## src/hw/rtl/mbfl_pkg.sv

```systemverilog
`timescale 1ns / 1ps

package mbfl_pkg;

  // Widths of the stored time stamp and fault counters.
  localparam int TIME_BITS  = 32;
  localparam int COUNT_BITS = 32;

  // Fixed widths of the stream fields.
  localparam int NOW_W      = 32;
  localparam int OUT_W      = 32;
  localparam int OP_W       = 3;
  localparam int ORIGIN_W   = 2;
  localparam int IN_DATA_W  = 40;
  localparam int OUT_DATA_W = 144;

  typedef enum logic [OP_W-1:0] {
    OP_INIT    = 3'd0,
    OP_STARTUP = 3'd1,
    OP_POLL    = 3'd2,
    OP_BREAK   = 3'd3,
    OP_CLEAR   = 3'd4
  } op_t;

  typedef enum logic [ORIGIN_W-1:0] {
    ORIG_NONE    = 2'd0,
    ORIG_STARTUP = 2'd1,
    ORIG_RUNTIME = 2'd2
  } origin_t;

  typedef struct packed {
    logic [OP_W-1:0]  op;
    logic [NOW_W-1:0] now_ms;
    logic             primary_break_seen;
    logic             secondary_break_seen;
    logic             break_pin_high;
    logic             start_qualified;
    logic             outside_safe;
    logic             compares_are_zero;
  } item_t;

  typedef struct packed {
    logic               answer_bit;
    logic               output_enable;
    logic               zero_compares;
    logic               fault_latched;
    logic               primary_flag_copy;
    logic               secondary_flag_copy;
    logic [OUT_W-1:0]   primary_fault_count;
    logic [OUT_W-1:0]   secondary_fault_count;
    logic [OUT_W-1:0]   primary_last_time;
    logic [OUT_W-1:0]   secondary_last_time;
    logic [ORIGIN_W-1:0] fault_origin;
    logic               prewake_flag;
  } result_t;

  // Handshake between the two register stages.
  typedef struct packed {
    logic valid;
    logic advance;
  } stage_ctl_t;

endpackage

```

## src/hw/rtl/mbfl_in_stage.sv

```systemverilog
`timescale 1ns / 1ps

module mbfl_in_stage
  import mbfl_pkg::*;
(
  input  logic       clk,
  input  logic       rst_n,
  input  logic       in_valid,
  output logic       in_ready,
  input  item_t      in_item,
  input  logic       advance,
  output stage_ctl_t ctl,
  output item_t      item
);

  logic  valid_r;
  logic  valid_nxt;
  item_t item_r;

  assign in_ready  = !valid_r || advance;
  assign valid_nxt = in_ready ? in_valid : valid_r;

  always_ff @(posedge clk) begin
    if (!rst_n) begin
      valid_r <= 1'b0;
    end else begin
      valid_r <= valid_nxt;
    end
  end

  always_ff @(posedge clk) begin
    if (in_valid && in_ready) begin
      item_r <= in_item;
    end
  end

  assign ctl.valid   = valid_r;
  assign ctl.advance = advance;
  assign item        = item_r;

endmodule

```

## src/hw/rtl/mbfl_core.sv

```systemverilog
`timescale 1ns / 1ps

module mbfl_core
  import mbfl_pkg::*;
(
  input  logic       clk,
  input  logic       rst_n,
  input  stage_ctl_t ctl,
  input  item_t      item,
  output result_t    result
);

  logic                  fire;
  logic                  latched_r, latched_nxt;
  logic                  pflag_r, pflag_nxt;
  logic                  sflag_r, sflag_nxt;
  logic                  enable_r, enable_nxt;
  logic [COUNT_BITS-1:0] pcount_r, pcount_nxt;
  logic [COUNT_BITS-1:0] scount_r, scount_nxt;
  logic [TIME_BITS-1:0]  ptime_r, ptime_nxt;
  logic [TIME_BITS-1:0]  stime_r, stime_nxt;
  origin_t               origin_r, origin_nxt;
  logic                  prewake_r, prewake_nxt;
  logic [TIME_BITS-1:0]  t_ext;
  logic                  do_latch;
  origin_t               latch_why;
  logic                  ans;

  assign fire  = ctl.valid && ctl.advance;
  assign t_ext = TIME_BITS'(item.now_ms);

  // Decide whether this beat latches the fault, and why.
  always_comb begin
    do_latch  = 1'b0;
    latch_why = ORIG_RUNTIME;
    case (item.op)
      OP_STARTUP: begin
        do_latch  = !item.start_qualified || !item.break_pin_high;
        latch_why = ORIG_STARTUP;
      end
      OP_POLL:  do_latch = item.primary_break_seen;
      OP_BREAK: do_latch = 1'b1;
      default:  do_latch = 1'b0;
    endcase
  end

  always_comb begin
    latched_nxt = latched_r;
    pflag_nxt   = pflag_r;
    sflag_nxt   = sflag_r;
    enable_nxt  = enable_r;
    pcount_nxt  = pcount_r;
    scount_nxt  = scount_r;
    ptime_nxt   = ptime_r;
    stime_nxt   = stime_r;
    origin_nxt  = origin_r;
    prewake_nxt = prewake_r;
    ans         = 1'b0;

    if (do_latch) begin
      enable_nxt  = 1'b0;
      pflag_nxt   = 1'b1;
      latched_nxt = 1'b1;
      pcount_nxt  = pcount_r + COUNT_BITS'(1);
      ptime_nxt   = t_ext;
      origin_nxt  = latch_why;
    end

    unique case (item.op)
      OP_INIT: begin
        latched_nxt = 1'b0;
        pflag_nxt   = 1'b0;
        sflag_nxt   = 1'b0;
        enable_nxt  = 1'b0;
        pcount_nxt  = '0;
        scount_nxt  = '0;
        ptime_nxt   = '0;
        stime_nxt   = '0;
        origin_nxt  = ORIG_NONE;
        prewake_nxt = item.primary_break_seen;
      end
      OP_STARTUP: begin
        if (!do_latch) begin
          enable_nxt = 1'b1;
        end
        ans = latched_nxt;
      end
      OP_POLL: begin
        if (item.secondary_break_seen) begin
          scount_nxt = scount_r + COUNT_BITS'(1);
          stime_nxt  = t_ext;
        end
        pflag_nxt = item.primary_break_seen;
        sflag_nxt = item.secondary_break_seen;
        ans       = item.primary_break_seen;
      end
      OP_BREAK: begin
        ans = 1'b0;
      end
      OP_CLEAR: begin
        if (item.outside_safe && item.break_pin_high && item.compares_are_zero) begin
          pflag_nxt   = 1'b0;
          latched_nxt = 1'b0;
          enable_nxt  = 1'b1;
          ans         = 1'b1;
        end
      end
      default: begin
        ans = 1'b0;
      end
    endcase
  end

  always_ff @(posedge clk) begin
    if (!rst_n) begin
      latched_r <= 1'b0;
      pflag_r   <= 1'b0;
      sflag_r   <= 1'b0;
      enable_r  <= 1'b0;
      pcount_r  <= '0;
      scount_r  <= '0;
      ptime_r   <= '0;
      stime_r   <= '0;
      origin_r  <= ORIG_NONE;
      prewake_r <= 1'b0;
    end else if (fire) begin
      latched_r <= latched_nxt;
      pflag_r   <= pflag_nxt;
      sflag_r   <= sflag_nxt;
      enable_r  <= enable_nxt;
      pcount_r  <= pcount_nxt;
      scount_r  <= scount_nxt;
      ptime_r   <= ptime_nxt;
      stime_r   <= stime_nxt;
      origin_r  <= origin_nxt;
      prewake_r <= prewake_nxt;
    end
  end

  always_comb begin
    result.answer_bit            = ans;
    result.output_enable         = enable_nxt;
    result.zero_compares         = do_latch;
    result.fault_latched         = latched_nxt;
    result.primary_flag_copy     = pflag_nxt;
    result.secondary_flag_copy   = sflag_nxt;
    result.primary_fault_count   = OUT_W'(pcount_nxt);
    result.secondary_fault_count = OUT_W'(scount_nxt);
    result.primary_last_time     = OUT_W'(ptime_nxt);
    result.secondary_last_time   = OUT_W'(stime_nxt);
    result.fault_origin          = origin_nxt;
    result.prewake_flag          = prewake_nxt;
  end

  // A compare-zero request only ever comes with the latch set and the stage disabled.
  a_zero_implies_latch : assert property (@(posedge clk) disable iff (!rst_n)
    fire && result.zero_compares |-> result.fault_latched && !result.output_enable)
    else $error("zero request without latched fault");

  a_break_latches : assert property (@(posedge clk) disable iff (!rst_n)
    fire && item.op == OP_BREAK |=> latched_r && !enable_r && origin_r == ORIG_RUNTIME)
    else $error("runtime break did not latch");

  a_init_clears : assert property (@(posedge clk) disable iff (!rst_n)
    fire && item.op == OP_INIT |=> pcount_r == '0 && scount_r == '0 && !latched_r)
    else $error("init left counters or latch set");

  a_state_holds : assert property (@(posedge clk) disable iff (!rst_n)
    !fire |=> $stable(latched_r) && $stable(pcount_r) && $stable(scount_r))
    else $error("fault state changed without a beat");

endmodule

```

## src/hw/rtl/mbfl_out_stage.sv

```systemverilog
`timescale 1ns / 1ps

module mbfl_out_stage
  import mbfl_pkg::*;
(
  input  logic       clk,
  input  logic       rst_n,
  input  stage_ctl_t ctl,
  input  result_t    result,
  output logic       advance,
  output logic       out_valid,
  input  logic       out_ready,
  output result_t    out_result
);

  logic    valid_r;
  logic    valid_nxt;
  result_t result_r;

  assign advance   = !valid_r || out_ready;
  assign valid_nxt = advance ? ctl.valid : valid_r;

  always_ff @(posedge clk) begin
    if (!rst_n) begin
      valid_r <= 1'b0;
    end else begin
      valid_r <= valid_nxt;
    end
  end

  always_ff @(posedge clk) begin
    if (ctl.valid && advance) begin
      result_r <= result;
    end
  end

  assign out_valid  = valid_r;
  assign out_result = result_r;

endmodule

```

## src/hw/rtl/motor_break_fault_latch.sv

```systemverilog
`timescale 1ns / 1ps
// A beat accepted on the input is held in the input register, passes through the
// core and is held in the result register, from which it is offered on the output.
// Throughput: one beat per cycle without stalls; the input and result registers let
// a new event enter while the previous result still waits for the consumer.
// Reset (rst_n low, synchronous): both stages empty, latch, flags, counters, stamps,
// origin and pre-wake flag cleared, output enable driven low.
module motor_break_fault_latch
  import mbfl_pkg::*;
(
  input  logic                  clk,
  input  logic                  rst_n,
  input  logic                  in_tvalid,
  output logic                  in_tready,
  // tdata from bit 0: now_ms[31:0], primary_break_seen, secondary_break_seen,
  // break_pin_high, start_qualified, outside_safe, compares_are_zero, 2 zero bits
  input  logic [IN_DATA_W-1:0]  in_tdata,
  // tuser: op[2:0]
  input  logic [OP_W-1:0]       in_tuser,
  output logic                  out_tvalid,
  input  logic                  out_tready,
  // tdata from bit 0: answer_bit, output_enable, zero_compares, fault_latched,
  // primary_flag_copy, secondary_flag_copy, primary_fault_count[31:0],
  // secondary_fault_count[31:0], primary_last_time[31:0], secondary_last_time[31:0],
  // fault_origin[1:0], prewake_flag, 7 zero bits
  output logic [OUT_DATA_W-1:0] out_tdata
);

  item_t      in_item;
  item_t      item;
  stage_ctl_t ctl;
  logic       advance;
  result_t    result;
  result_t    out_result;

  // Unpack the incoming beat into the event record.
  always_comb begin
    in_item.op                   = in_tuser;
    in_item.now_ms               = in_tdata[NOW_W-1:0];
    in_item.primary_break_seen   = in_tdata[NOW_W];
    in_item.secondary_break_seen = in_tdata[NOW_W+1];
    in_item.break_pin_high       = in_tdata[NOW_W+2];
    in_item.start_qualified      = in_tdata[NOW_W+3];
    in_item.outside_safe         = in_tdata[NOW_W+4];
    in_item.compares_are_zero    = in_tdata[NOW_W+5];
  end

  // First stage: holds the accepted event.
  mbfl_in_stage u_in_stage (
    .clk      (clk),
    .rst_n    (rst_n),
    .in_valid (in_tvalid),
    .in_ready (in_tready),
    .in_item  (in_item),
    .advance  (advance),
    .ctl      (ctl),
    .item     (item)
  );

  // Fault state and the event decode; state commits as the event moves on.
  mbfl_core u_core (
    .clk    (clk),
    .rst_n  (rst_n),
    .ctl    (ctl),
    .item   (item),
    .result (result)
  );

  // Second stage: the result register towards the consumer.
  mbfl_out_stage u_out_stage (
    .clk        (clk),
    .rst_n      (rst_n),
    .ctl        (ctl),
    .result     (result),
    .advance    (advance),
    .out_valid  (out_tvalid),
    .out_ready  (out_tready),
    .out_result (out_result)
  );

  // Pack the result beat, first field in the lowest bit.
  assign out_tdata = {
    7'd0,
    out_result.prewake_flag,
    out_result.fault_origin,
    out_result.secondary_last_time,
    out_result.primary_last_time,
    out_result.secondary_fault_count,
    out_result.primary_fault_count,
    out_result.secondary_flag_copy,
    out_result.primary_flag_copy,
    out_result.fault_latched,
    out_result.zero_compares,
    out_result.output_enable,
    out_result.answer_bit
  };

endmodule

```

## config.mk

```make
export PLATFORM = sky130hd
export DESIGN_NAME = motor_break_fault_latch
export DESIGN_NICKNAME = d
export VERILOG_FILES = /design/src/hw/rtl/mbfl_pkg.sv /design/src/hw/rtl/mbfl_in_stage.sv /design/src/hw/rtl/mbfl_core.sv /design/src/hw/rtl/mbfl_out_stage.sv /design/src/hw/rtl/motor_break_fault_latch.sv
export SDC_FILE = /design/constraint.sdc
export NUM_CORES = 1
export LEC_CHECK = 0
export ABC_AREA = 0
export CAP_MARGIN = 20
export CELL_PAD_IN_SITES_DETAIL_PLACEMENT = 1
export CELL_PAD_IN_SITES_GLOBAL_PLACEMENT = 2
export CORE_ASPECT_RATIO = 0.5
export CORE_MARGIN = 2
export CORE_UTILIZATION = 30
export DETAILED_ROUTE_END_ITERATION = 12
export DONT_BUFFER_PORTS = 1
export PLACE_DENSITY_LB_ADDON = 0.1
export SKIP_CTS_REPAIR_TIMING = 1
export SYNTH_ARGS = -nofsm -noshare
export SYNTH_HDL_FRONTEND = slang
export SYNTH_SLANG_ARGS = --single-unit
```

## constraint.sdc

```tcl
create_clock -name clk -period 5 [get_ports clk]
set_input_delay 0.25 -clock clk [delete_from_list [all_inputs] [get_ports clk]]
set_output_delay 0.25 -clock clk [all_outputs]
set_load 0.01 [all_outputs]
```

==> results of run 1 <==
-- final cells by class --
class                           instances  area [um^2]
Multi-Input combinational cell        828         4820
Tap cell                              588        735.7
Fill cell                            4753        28300
Sequential cell                       315         8088
Timing Repair Buffer                   61        605.6
Inverter                               11        46.29
Clock buffer                           45        954.7
Clock inverter                         17        163.9
-- path summary, 6_finish.rpt --
kind / from / to
setup reg to reg: u_in_stage.item[40]$_DFFE_PP_ / u_core.pcount_r[11]$_SDFFE_PN0P_
hold reg to reg: u_core.latched_r$_SDFFE_PN0P_ / u_core.latched_r$_SDFFE_PN0P_
setup / recovery: u_in_stage.item[40]$_DFFE_PP_ / u_core.pcount_r[11]$_SDFFE_PN0P_
hold / removal: rst_n / u_core.pcount_r[31]$_SDFFE_PN0P_
-- sequential cells by signal, indices dropped and copies added, names as in the netlist --
| register | flops |
|---|---|
| u_core.enable_r | 1 |
| u_core.latched_r | 1 |
| u_core.origin_r | 2 |
| u_core.pcount_r | 32 |
| u_core.pflag_r | 1 |
| u_core.prewake_r | 1 |
| u_core.ptime_r | 32 |
| u_core.scount_r | 32 |
| u_core.sflag_r | 1 |
| u_core.stime_r | 32 |
| u_in_stage.item | 41 |
| u_in_stage.valid_r | 1 |
| u_out_stage.out_result | 137 |
| u_out_stage.out_valid | 1 |
-- cell families (layout without fill, tap and decap cells) --
kind of cell    Yosys count  after routing  synth area share [%]
simple gates            489            489                 17.76
flops                   315            315                 60.75
compound gates          270            270                 13.44
buf+inv                 111            134                 3.524
mux                      39             39                 2.932
xor+xnor                 21             21                 1.381
fa+ha+maj                 2              2                0.1879
other cells               1              7               0.02817
-- cells in the final DEF (no fill, tap or decap), drive strengths merged, types with 31 or more instances in the layout --
cell type / n
or3: 31
a22oi: 34
nand2: 143
clkbuf: 45
nor2: 112
mux2i: 39
dfxtp: 137
a21oi: 41
o21ai: 67
edfxtp: 178
dlygate4sd3: 43
o31ai: 47
nand3: 104
-- worst max-delay path: cells and delay by family, from the launching register on --
kind	cells	cell delay [ns]
AOI/OAI and AO/OA	2	0.37
DFF	1	0.66
and+or+nand+nor	3	2.15
-- Yosys cell counts (2+ instances only) --
library cell	instances
sky130_fd_sc_hd__a211oi_1	2
sky130_fd_sc_hd__a21bo_2	2
sky130_fd_sc_hd__a21oi_1	41
sky130_fd_sc_hd__a22oi_1	34
sky130_fd_sc_hd__a311oi_1	3
sky130_fd_sc_hd__a31oi_1	29
sky130_fd_sc_hd__a41oi_1	5
sky130_fd_sc_hd__and2_1	12
sky130_fd_sc_hd__and3_1	12
sky130_fd_sc_hd__and4_1	12
sky130_fd_sc_hd__buf_1	9
sky130_fd_sc_hd__buf_2	12
sky130_fd_sc_hd__buf_4	10
sky130_fd_sc_hd__clkbuf_1	69
sky130_fd_sc_hd__dfxtp_1	137
sky130_fd_sc_hd__edfxtp_1	178
sky130_fd_sc_hd__ha_1	2
sky130_fd_sc_hd__inv_1	10
sky130_fd_sc_hd__mux2i_1	39
sky130_fd_sc_hd__nand2_1	143
sky130_fd_sc_hd__nand2b_1	7
sky130_fd_sc_hd__nand3_1	103
sky130_fd_sc_hd__nand4_1	21
sky130_fd_sc_hd__nor2_1	112
sky130_fd_sc_hd__nor3_1	10
sky130_fd_sc_hd__nor4_1	2
sky130_fd_sc_hd__o211a_1	7
sky130_fd_sc_hd__o211ai_1	13
sky130_fd_sc_hd__o21ai_0	65
sky130_fd_sc_hd__o21ai_1	2
sky130_fd_sc_hd__o21bai_1	2
sky130_fd_sc_hd__o221a_2	2
sky130_fd_sc_hd__o31a_1	5
sky130_fd_sc_hd__o31ai_1	47
sky130_fd_sc_hd__or3_1	31
sky130_fd_sc_hd__or4_1	14
sky130_fd_sc_hd__xnor2_1	12
sky130_fd_sc_hd__xor2_1	9
-- power breakdown --
group / total, mW / leakage [nW] / switching (mW) / internal (mW)
Sequential: 2.93 / 2.77 / 0.0883 / 2.84
Clock: 2.56 / 0.537 / 1.10 / 1.46
Combinational: 0.282 / 1.92 / 0.200 / 0.0816
-- routing by layer --
layer	global-route usage (%)	up-vias	routed length [um]	part of all wire (%)
li1	-	4621	-	-
met1	21.54	4968	18060	46
met2	28.98	141	19330	49
met3	3.213	66	1260	3.2
met4	4.620	0	933	2.4
met5	0	-	0	0
==> impl_metrics.xml, run 1 <==
<?xml version="1.0" encoding="UTF-8"?>
<metrics>
  <group name="floorplanning">
    <metric name="core" unit="um^2">43710</metric>
    <metric name="fp.dieArea" unit="um^2">46180</metric>
    <metric name="initial_utilization" unit="%">30.46</metric>
    <metric name="die_w" unit="um">301.9</metric>
    <metric name="fp-row-count" unit="">54</metric>
    <metric name="num_io_pins" unit="">193</metric>
    <metric name="floorplan.die.height" unit="um">153.0</metric>
  </group>
  <group name="worst_setup_path">
    <metric name="worst_setup_path_end_kind" unit="">flip-flop</metric>
    <metric name="timing.critical_path.slowest_stage_cell" unit="">sky130_fd_sc_hd__nand3_1</metric>
    <metric name="cp_max_fanout" unit="">33</metric>
    <metric name="worstRegToRegCells" unit="">5</metric>
    <metric name="r2r_setup_slack" unit="ns">1.70</metric>
    <metric name="startpoint_type" unit="">flip-flop</metric>
    <metric name="timing.critical_path.required" unit="ns">5.45</metric>
    <metric name="slowest_delay" unit="ns">0.76</metric>
    <metric name="cp_cell_sequence" unit="">or3_2, nand3_1, nor2_1, o21ai_0, a31oi_1</metric>
    <metric name="criticalPathCategory" unit="">reg2reg</metric>
    <metric name="cp.arrival" unit="ns">3.75</metric>
  </group>
  <group name="route">
    <metric name="wire_per_inst" unit="um">21.22</metric>
    <metric name="route.antenna.remaining_nets" unit="">0</metric>
    <metric name="via_count" unit="">9796</metric>
    <metric name="drt_iter0_drc" unit="">397</metric>
    <metric name="detail_route.vias_per_cell" unit="">5.253</metric>
    <metric name="drc" unit="">0</metric>
    <metric name="drtPass1Iterations" unit="">5</metric>
    <metric name="finalWirelength" unit="um">39580</metric>
  </group>
  <group name="min_path">
    <metric name="worst_hold_path.num_cells" unit="">3</metric>
    <metric name="hold_class" unit="">in2reg</metric>
  </group>
  <group name="finish">
    <metric name="final_layout_size_suffix_gt1_share" unit="%">7.518</metric>
    <metric name="flow.area_growth_from_synthesis" unit="%">15.77</metric>
    <metric name="post-route-util" unit="%">35.26</metric>
    <metric name="finish.instance_area" unit="um^2">15410</metric>
    <metric name="final_nets" unit="">1301</metric>
    <metric name="n_antenna_cell" unit="">0</metric>
    <metric name="stdcell_count" unit="">1865</metric>
  </group>
  <group name="place">
    <metric name="portBuffers" unit="">0</metric>
    <metric name="place_area" unit="um^2">13840</metric>
    <metric name="dp_cells" unit="">1759</metric>
    <metric name="preCtsSetupSlack" unit="ns">1.621</metric>
    <metric name="dp_hpwl" unit="um">23300</metric>
    <metric name="place_congestion" unit="">0.7337</metric>
  </group>
  <group name="timing">
    <metric name="report.final.hold_viol_count" unit="">0</metric>
    <metric name="timing.slew.headroom" unit="%">27.10</metric>
    <metric name="grt_setup_unrepaired" unit="">false</metric>
    <metric name="skew" unit="ns">0.02321</metric>
    <metric name="max_slew.worst_pin.slew" unit="ns">1.091</metric>
    <metric name="min_period_over_period" unit="%">66.01</metric>
    <metric name="max_freq" unit="GHz">0.3030</metric>
    <metric name="post-route-min-period" unit="ns">3.300</metric>
    <metric name="setup_viol_count_final" unit="">0</metric>
    <metric name="timing_max_transition_violations_final" unit="">0</metric>
    <metric name="setup-tns-final" unit="ns">0</metric>
    <metric name="worst_hold_slack" unit="ns">0.05738</metric>
    <metric name="final_critical_path_setup_slack" unit="ns">1.700</metric>
  </group>
  <group name="clocking">
    <metric name="ctsHtreeMaxLevel" unit="">2</metric>
    <metric name="cts_made_buffers" unit="">35</metric>
    <metric name="clock_root_buffer_master" unit="">sky130_fd_sc_hd__clkbuf_16</metric>
    <metric name="clk_transition_reported_paths" unit="ns">0.06</metric>
    <metric name="cts.path.max_buffers" unit="">3</metric>
    <metric name="tritoncts_num_sinks" unit="">315</metric>
    <metric name="clkLatencyLatePin" unit="ns">0.54</metric>
    <metric name="cts_tree" unit="">done</metric>
  </group>
  <group name="power_and_ir_drop">
    <metric name="report.power.total" unit="mW">5.777</metric>
    <metric name="max-vdd-ir-drop" unit="mV">0.2137</metric>
    <metric name="p_per_area" unit="nW/um^2">374.8</metric>
    <metric name="static-leakage-power" unit="nW">5.230</metric>
  </group>
  <group name="logic_synthesis">
    <metric name="synthesis.area" unit="um^2">13310</metric>
    <metric name="synth_enable_flop_cells" unit="">178</metric>
    <metric name="yosys_warnings" unit="">0</metric>
    <metric name="synth-async-reset-ratio" unit="%">0</metric>
    <metric name="post_synthesis_sequential_element_count" unit="">315</metric>
    <metric name="synth.area.top_cells" unit="">sky130_fd_sc_hd__edfxtp_1 40%, sky130_fd_sc_hd__dfxtp_1 21%, sky130_fd_sc_hd__nand2_1 4.0%</metric>
    <metric name="yosys.cell_types.count" unit="">61</metric>
    <metric name="synth_top_area_cell" unit="">sky130_fd_sc_hd__edfxtp_1</metric>
    <metric name="synthCells" unit="">1248</metric>
    <metric name="top_reg_cell_synth" unit="">sky130_fd_sc_hd__edfxtp_1</metric>
    <metric name="mean_post_synth_cell_area" unit="um^2">10.67</metric>
    <metric name="synth_top_area_share" unit="%">40.15</metric>
    <metric name="yosysSeqAreaShare" unit="%">60.75</metric>
  </group>
  <group name="grt">
    <metric name="globalRouteTotalUtil" unit="%">16.82</metric>
    <metric name="grt_antenna_before_repair" unit="">0</metric>
    <metric name="overflow" unit="">0</metric>
    <metric name="pin_count_of_the_biggest_net_entering_global_routing" unit="">89</metric>
    <metric name="grt_pass1_vias" unit="">10020</metric>
    <metric name="grt_pass1_wl" unit="um">60810</metric>
  </group>
  <group name="status">
    <metric name="status" unit="">finished, final reports clean</metric>
  </group>
  <group name="flow_run">
    <metric name="maxCapViolations" unit="">0</metric>
  </group>
</metrics>
Note: power is estimated with default switching activity, not from simulation.
==> run 2, diff against run 1 <==
==> constraint.sdc (replaced) <==
create_clock -name clk -period 2.7 [get_ports clk]
set_input_delay 0.135 -clock clk [delete_from_list [all_inputs] [get_ports clk]]
set_output_delay 0.135 -clock clk [all_outputs]
set_load 0.01 [all_outputs]
==> run 2 against run 1 <==
Effect of this change:
- die area stayed put
- register-to-register slack worse by 1.4 ns
- global-route usage is 0.22 points lower
- critical path type unchanged
- largest cell class unchanged
- largest power group unchanged
==> impl_metrics.xml, run 2 (synthesis gave the netlist of run 1 again) <==
<?xml version="1.0" encoding="UTF-8"?>
<metrics>
  <group name="finish">
    <metric name="area_taken_by_flip_flops_and_latches" unit="um^2">8088</metric>
    <metric name="layout_commonest_cell" unit="">sky130_fd_sc_hd__edfxtp_1</metric>
    <metric name="nFillCells" unit="">4766</metric>
    <metric name="largest_register_ffs" unit="">137</metric>
    <metric name="multi_input_comb_area" unit="um^2">4823</metric>
    <metric name="final_layout_size_suffix_gt1_share" unit="%">8.923</metric>
    <metric name="stdcell_count" unit="">1888</metric>
    <metric name="flow.area_growth_from_synthesis" unit="%">17.68</metric>
    <metric name="final_cell_mix" unit="">178 x sky130_fd_sc_hd__edfxtp_1, 140 x sky130_fd_sc_hd__nand2_1, 137 x sky130_fd_sc_hd__dfxtp_1</metric>
    <metric name="n_antenna_cell" unit="">0</metric>
    <metric name="post-route-util" unit="%">35.84</metric>
    <metric name="final_nets" unit="">1323</metric>
  </group>
  <group name="grt">
    <metric name="use_met2" unit="%">28.83</metric>
    <metric name="grt_pass1_wl" unit="um">60020</metric>
    <metric name="met3_use_gr" unit="%">3.326</metric>
    <metric name="grt_antenna_before_repair" unit="">0</metric>
    <metric name="grtUsageMet1" unit="%">21.46</metric>
    <metric name="global_route.peak_usage_layer" unit="">met2</metric>
    <metric name="globalRouteTotalUtil" unit="%">16.60</metric>
    <metric name="grt_pass1_vias" unit="">9871</metric>
    <metric name="pin_count_of_the_biggest_net_entering_global_routing" unit="">79</metric>
    <metric name="overflow" unit="">0</metric>
  </group>
  <group name="worst_setup_path">
    <metric name="timing.critical_path.to" unit="">u_core.pcount_r[27]$_SDFFE_PN0P_</metric>
    <metric name="startpoint_type" unit="">flip-flop</metric>
    <metric name="cp_cell_sequence" unit="">a21bo_2, a211oi_4, nand4_2, or4_1, a31oi_1</metric>
    <metric name="timing.critical_path.required" unit="ns">3.16</metric>
    <metric name="timing.rr.start" unit="">u_in_stage.item[38]$_DFFE_PP_</metric>
    <metric name="timing.critical_path.slowest_stage_cell" unit="">sky130_fd_sc_hd__or4_1</metric>
    <metric name="worstRegToRegCells" unit="">5</metric>
    <metric name="criticalPathCategory" unit="">reg2reg</metric>
    <metric name="rr_endpoint" unit="">u_core.pcount_r[27]$_SDFFE_PN0P_</metric>
    <metric name="cp_max_fanout" unit="">18</metric>
    <metric name="slowest_delay" unit="ns">0.63</metric>
    <metric name="cp.arrival" unit="ns">2.86</metric>
    <metric name="r2r_setup_slack" unit="ns">0.30</metric>
    <metric name="launch_point_of_the_critical_path" unit="">u_in_stage.item[38]$_DFFE_PP_</metric>
    <metric name="worst_setup_path_end_kind" unit="">flip-flop</metric>
  </group>
  <group name="floorplanning">
    <metric name="core" unit="um^2">43710</metric>
    <metric name="initial_utilization" unit="%">30.46</metric>
    <metric name="num_io_pins" unit="">193</metric>
    <metric name="fp-row-count" unit="">54</metric>
    <metric name="floorplan.die.height" unit="um">153.0</metric>
    <metric name="fp.dieArea" unit="um^2">46180</metric>
    <metric name="die_w" unit="um">301.9</metric>
  </group>
  <group name="route">
    <metric name="finalWirelength" unit="um">39120</metric>
    <metric name="via_count" unit="">9963</metric>
    <metric name="wire_per_inst" unit="um">20.72</metric>
    <metric name="drtPass1Iterations" unit="">5</metric>
    <metric name="detail_route.vias_per_cell" unit="">5.277</metric>
    <metric name="drt_iter0_drc" unit="">365</metric>
    <metric name="drc" unit="">0</metric>
    <metric name="route.antenna.remaining_nets" unit="">0</metric>
  </group>
  <group name="timing">
    <metric name="post-route-min-period" unit="ns">2.402</metric>
    <metric name="skew" unit="ns">0.01983</metric>
    <metric name="setup-tns-final" unit="ns">0</metric>
    <metric name="setup_viol_count_final" unit="">0</metric>
    <metric name="grt_setup_unrepaired" unit="">false</metric>
    <metric name="timing.slew.headroom" unit="%">30.53</metric>
    <metric name="max_freq" unit="GHz">0.4164</metric>
    <metric name="report.final.hold_viol_count" unit="">0</metric>
    <metric name="max_slew.worst_pin.slew" unit="ns">1.040</metric>
    <metric name="min_period_over_period" unit="%">88.95</metric>
    <metric name="timing_max_transition_violations_final" unit="">0</metric>
  </group>
  <group name="clocking">
    <metric name="clkLatencyLatePin" unit="ns">0.53</metric>
    <metric name="cts_tree" unit="">done</metric>
    <metric name="cts_made_buffers" unit="">34</metric>
    <metric name="cts.path.max_buffers" unit="">3</metric>
    <metric name="clk_transition_reported_paths" unit="ns">0.07</metric>
    <metric name="ctsHtreeMaxLevel" unit="">2</metric>
    <metric name="clock_root_buffer_master" unit="">sky130_fd_sc_hd__clkbuf_16</metric>
    <metric name="tritoncts_num_sinks" unit="">315</metric>
  </group>
  <group name="place">
    <metric name="dp_cells" unit="">1779</metric>
    <metric name="portBuffers" unit="">0</metric>
    <metric name="dp_hpwl" unit="um">24260</metric>
    <metric name="place_congestion" unit="">0.7306</metric>
  </group>
  <group name="power_and_ir_drop">
    <metric name="max-vdd-ir-drop" unit="mV">0.3957</metric>
    <metric name="static-leakage-power" unit="nW">5.366</metric>
    <metric name="p_per_area" unit="nW/um^2">674.8</metric>
  </group>
  <group name="min_path">
    <metric name="min_from" unit="">rst_n</metric>
    <metric name="hold_class" unit="">in2reg</metric>
  </group>
  <group name="flow_run">
    <metric name="maxCapViolations" unit="">0</metric>
  </group>
  <group name="status">
    <metric name="status" unit="">finished, final reports clean</metric>
  </group>
</metrics>
[run 2: critical path, delay by kind of cell, from the launching register on]
kind / cells / cell delay, ns
AND/OR/NAND/NOR: 2 / 1.03
flip-flops: 1 / 0.48
AO/OA/AOI/OAI: 3 / 0.81
[run 2: report_power, final]
group	switching [mW]	leakage [nW]	internal [mW]	total (mW)
Combinational	0.383	2.07	0.186	0.569
Sequential	0.157	2.77	5.26	5.42
Clock	2.05	0.522	2.53	4.58
[run 2: metal layers]
metal	up-vias	share of wire (%)
met5	-	0
met4	0	1.5
met3	53	3.5
met2	142	49
met1	5094	46
li1	4674	-
[run 2: layout make-up]
class                      instances  area share [%]
sequential                       315           51.62
inverter                          11          0.3035
timing repair buffer              84           5.734
multi-input combinational        828           30.79
clock buffer                      47           6.133
tap                              588           4.696
clock inverter                    15          0.7267
[run 2: how the worst min path moves through the flow]
stage / to / slack, ns / cells past startpoint
2_1_floorplan: u_in_stage.item[0]$_DFFE_PP_ / 0.23 / 0
3_3_place_gp: u_in_stage.item[18]$_DFFE_PP_ / 0.23 / 0
3_5_place_dp: u_in_stage.item[18]$_DFFE_PP_ / 0.23 / 0
4_1_cts: u_in_stage.item[2]$_DFFE_PP_ / -0.34 / 0
5_1_grt: u_core.ptime_r[3]$_SDFFE_PN0P_ / 0.02 / 3
6_report: u_core.ptime_r[0]$_SDFFE_PN0P_ / 0.03 / 3
[run 2: stage by stage]
stage | power (mW) | area, um^2 | setup slack, ns | hold WS, ns
floorplan | 5.815 | 13340 | 0.3499 | 0.2339
global route | 11.02 | 15670 | 0.07365 | 0.01899
CTS | 10.70 | 15180 | 0.2630 | -0.3384
global placement | 6.021 | 14080 | 0.3695 | 0.2339
finish | 10.57 | 15670 | 0.2984 | 0.03407
detailed placement | 6.035 | 14100 | 0.2825 | 0.2339
==> run 3, diff against run 2 <==
--- a/config.mk
+++ b/config.mk
@@ -9,7 +9,6 @@
 export CAP_MARGIN = 20
 export CELL_PAD_IN_SITES_DETAIL_PLACEMENT = 1
 export CELL_PAD_IN_SITES_GLOBAL_PLACEMENT = 2
-export CORE_ASPECT_RATIO = 0.5
 export CORE_MARGIN = 2
 export CORE_UTILIZATION = 30
 export DETAILED_ROUTE_END_ITERATION = 12
@@ -19,3 +18,4 @@
 export SYNTH_ARGS = -nofsm -noshare
 export SYNTH_HDL_FRONTEND = slang
 export SYNTH_SLANG_ARGS = --single-unit
+export TNS_END_PERCENT = 20
==> run 3 against run 2 <==
Effect of this change:
- sequential power barely moved
- cell area increased by 1.4%
- clock power grew 18%
- core utilization grew 0.24 points
- global-route usage grew 0.78 points
- fmax rose by 3.1%
- count of clock-buffer cells in the layout rose by 7
- largest power group unchanged
==> impl_metrics.xml, run 3 (synthesis gave the netlist of run 1 again) <==
<?xml version="1.0" encoding="UTF-8"?>
<metrics>
  <group name="status">
    <metric name="status" unit="">finished, final reports clean</metric>
  </group>
  <group name="place">
    <metric name="portBuffers" unit="">0</metric>
    <metric name="place_congestion" unit="">0.7491</metric>
    <metric name="dp_hpwl" unit="um">24950</metric>
  </group>
  <group name="floorplanning">
    <metric name="fp.dieArea" unit="um^2">46080</metric>
    <metric name="die_w" unit="um">214.7</metric>
    <metric name="core" unit="um^2">44030</metric>
    <metric name="num_io_pins" unit="">193</metric>
    <metric name="initial_utilization" unit="%">30.24</metric>
    <metric name="floorplan.die.height" unit="um">214.7</metric>
    <metric name="fp-row-count" unit="">77</metric>
  </group>
  <group name="timing">
    <metric name="timing_max_transition_violations_final" unit="">0</metric>
    <metric name="post-route-min-period" unit="ns">2.330</metric>
    <metric name="setup-tns-final" unit="ns">0</metric>
    <metric name="report.final.hold_viol_count" unit="">0</metric>
    <metric name="max_slew.worst_pin.slew" unit="ns">0.5899</metric>
    <metric name="setup_viol_count_final" unit="">0</metric>
    <metric name="min_period_over_period" unit="%">86.29</metric>
    <metric name="timing.slew.headroom" unit="%">60.67</metric>
    <metric name="skew" unit="ns">0.02758</metric>
    <metric name="grt_setup_unrepaired" unit="">false</metric>
    <metric name="max_freq" unit="GHz">0.4292</metric>
  </group>
  <group name="finish">
    <metric name="flow.area_growth_from_synthesis" unit="%">19.30</metric>
    <metric name="layout_commonest_cell" unit="">sky130_fd_sc_hd__edfxtp_1</metric>
    <metric name="final_nets" unit="">1330</metric>
    <metric name="multi_input_comb_area" unit="um^2">4820</metric>
    <metric name="final_layout_size_suffix_gt1_share" unit="%">9.535</metric>
    <metric name="n_antenna_cell" unit="">0</metric>
    <metric name="area_taken_by_flip_flops_and_latches" unit="um^2">8088</metric>
    <metric name="largest_register_ffs" unit="">137</metric>
    <metric name="final_cell_mix" unit="">178 x sky130_fd_sc_hd__edfxtp_1, 140 x sky130_fd_sc_hd__nand2_1, 137 x sky130_fd_sc_hd__dfxtp_1</metric>
    <metric name="nFillCells" unit="">4839</metric>
  </group>
  <group name="grt">
    <metric name="grt_antenna_before_repair" unit="">1</metric>
    <metric name="grt_pass1_vias" unit="">9706</metric>
    <metric name="pin_count_of_the_biggest_net_entering_global_routing" unit="">82</metric>
    <metric name="grt_pass1_wl" unit="um">61790</metric>
    <metric name="globalRouteTotalUtil" unit="%">17.38</metric>
    <metric name="overflow" unit="">0</metric>
  </group>
  <group name="power_and_ir_drop">
    <metric name="report.power.total" unit="mW">11.41</metric>
    <metric name="static-leakage-power" unit="nW">5.477</metric>
    <metric name="p_per_area" unit="nW/um^2">718.0</metric>
    <metric name="max-vdd-ir-drop" unit="mV">0.3946</metric>
  </group>
  <group name="min_path">
    <metric name="terminating_pin_of_the_worst_hold_path" unit="">u_core.scount_r[21]$_SDFFE_PN0P_</metric>
    <metric name="min_from" unit="">rst_n</metric>
    <metric name="hold_class" unit="">in2reg</metric>
    <metric name="worst_hold_path.num_cells" unit="">2</metric>
  </group>
  <group name="clocking">
    <metric name="cts.path.max_buffers" unit="">3</metric>
    <metric name="clock_root_buffer_master" unit="">sky130_fd_sc_hd__clkbuf_16</metric>
    <metric name="tritoncts_num_sinks" unit="">315</metric>
    <metric name="cts_tree" unit="">done</metric>
    <metric name="ctsHtreeMaxLevel" unit="">2</metric>
    <metric name="clk_transition_reported_paths" unit="ns">0.06</metric>
    <metric name="clkLatencyLatePin" unit="ns">0.56</metric>
    <metric name="cts_made_buffers" unit="">38</metric>
  </group>
  <group name="worst_setup_path">
    <metric name="r2r_setup_slack" unit="ns">0.37</metric>
    <metric name="number_of_buffers_and_inverters_on_the_critical_path" unit="">1</metric>
    <metric name="startpoint_type" unit="">flip-flop</metric>
    <metric name="rr_endpoint" unit="">u_core.pcount_r[27]$_SDFFE_PN0P_</metric>
    <metric name="cp_max_fanout" unit="">13</metric>
    <metric name="slowest_delay" unit="ns">0.51</metric>
    <metric name="cp_cell_sequence" unit="">a21bo_2, a211oi_4, nand4_2, buf_4, or4_1, a31oi_1</metric>
    <metric name="worst_setup_path_end_kind" unit="">flip-flop</metric>
    <metric name="cp_top_family" unit="">compound AO/OA/AOI/OAI gates</metric>
    <metric name="timing.rr.start" unit="">u_in_stage.item[38]$_DFFE_PP_</metric>
    <metric name="timing.critical_path.slowest_stage_cell" unit="">sky130_fd_sc_hd__or4_1</metric>
    <metric name="criticalPathCategory" unit="">reg2reg</metric>
    <metric name="timing.critical_path.required" unit="ns">3.17</metric>
    <metric name="worstRegToRegCells" unit="">6</metric>
    <metric name="cp.arrival" unit="ns">2.80</metric>
  </group>
  <group name="route">
    <metric name="drtPass1Iterations" unit="">4</metric>
    <metric name="drc" unit="">0</metric>
    <metric name="finalWirelength" unit="um">40840</metric>
    <metric name="via_count" unit="">9824</metric>
    <metric name="route.antenna.remaining_nets" unit="">0</metric>
    <metric name="wire_per_inst" unit="um">21.46</metric>
    <metric name="drt_iter0_drc" unit="">523</metric>
    <metric name="detail_route.vias_per_cell" unit="">5.162</metric>
  </group>
  <group name="flow_run">
    <metric name="maxCapViolations" unit="">0</metric>
  </group>
</metrics>
[run 3: changes by cell type in the layout (fill, tap and decap cells not counted), moves of 2 or more]
cell,change
sky130_fd_sc_hd__clkbuf_1,+5
sky130_fd_sc_hd__buf_4,+7
sky130_fd_sc_hd__clkinvlp_4,-2
sky130_fd_sc_hd__dlygate4sd3_1,-2
sky130_fd_sc_hd__clkbuf_16,+4
sky130_fd_sc_hd__bufinv_16,+6
sky130_fd_sc_hd__clkbuf_8,-2
[run 3: area by class of cell]
type	count	share of cell area (%)
sequential	315	50.92
multi-input combinational	828	30.34
clock buffer	54	6.625
timing repair buffer	87	5.561
tap	592	4.663
clock inverter	16	1.599
inverter	11	0.2915
[run 3: worst max-delay path by stage]
stage | depth (start not counted) | start | slack [ns] | to
6_report | 6 | u_in_stage.item[38]$_DFFE_PP_ | 0.37 | u_core.pcount_r[27]$_SDFFE_PN0P_
4_1_cts | 6 | u_in_stage.item[38]$_DFFE_PP_ | 0.35 | u_core.pcount_r[27]$_SDFFE_PN0P_
2_1_floorplan | 5 | u_out_stage.out_valid$_SDFFE_PN0P_ | 0.35 | u_out_stage.out_result[0]$_DFFE_PP_
3_3_place_gp | 6 | u_in_stage.item[39]$_DFFE_PP_ | 0.27 | u_core.stime_r[29]$_SDFFE_PN0P_
3_5_place_dp | 6 | u_in_stage.item[38]$_DFFE_PP_ | 0.37 | u_core.pcount_r[27]$_SDFFE_PN0P_
5_1_grt | 6 | u_core.pcount_r[9]$_SDFFE_PN0P_ | 0.17 | u_core.pcount_r[27]$_SDFFE_PN0P_
[run 3: report_power, final]
group / switching (mW) / total, mW / internal, mW
clock network: 2.10 / 5.40 / 3.31
registers: 0.163 / 5.43 / 5.27
logic: 0.390 / 0.573 / 0.183
[run 3: layer usage]
metal	track usage [%]	share of wire, %	vias to the layer above
met5	0	0	-
met4	5.486	2.2	0
met3	4.454	4.9	56
met2	26.67	45	171
met1	23.98	48	4902
li1	-	-	4695
[run 3: per-stage QoR]
step,util (%),cells,hold WS (ns),setup WS (ns),instance area (um^2)
4_1_cts,35.01,1858,-0.3778,0.3477,15420
6_report,36.08,1903,0.01111,0.3702,15880
5_1_grt,36.08,1903,0.01248,0.1695,15880
3_3_place_gp,32.00,1787,0.2339,0.2693,14090
2_1_floorplan,-,1254,0.2339,0.3499,13340
3_5_place_dp,32.05,1788,0.2339,0.3717,14110
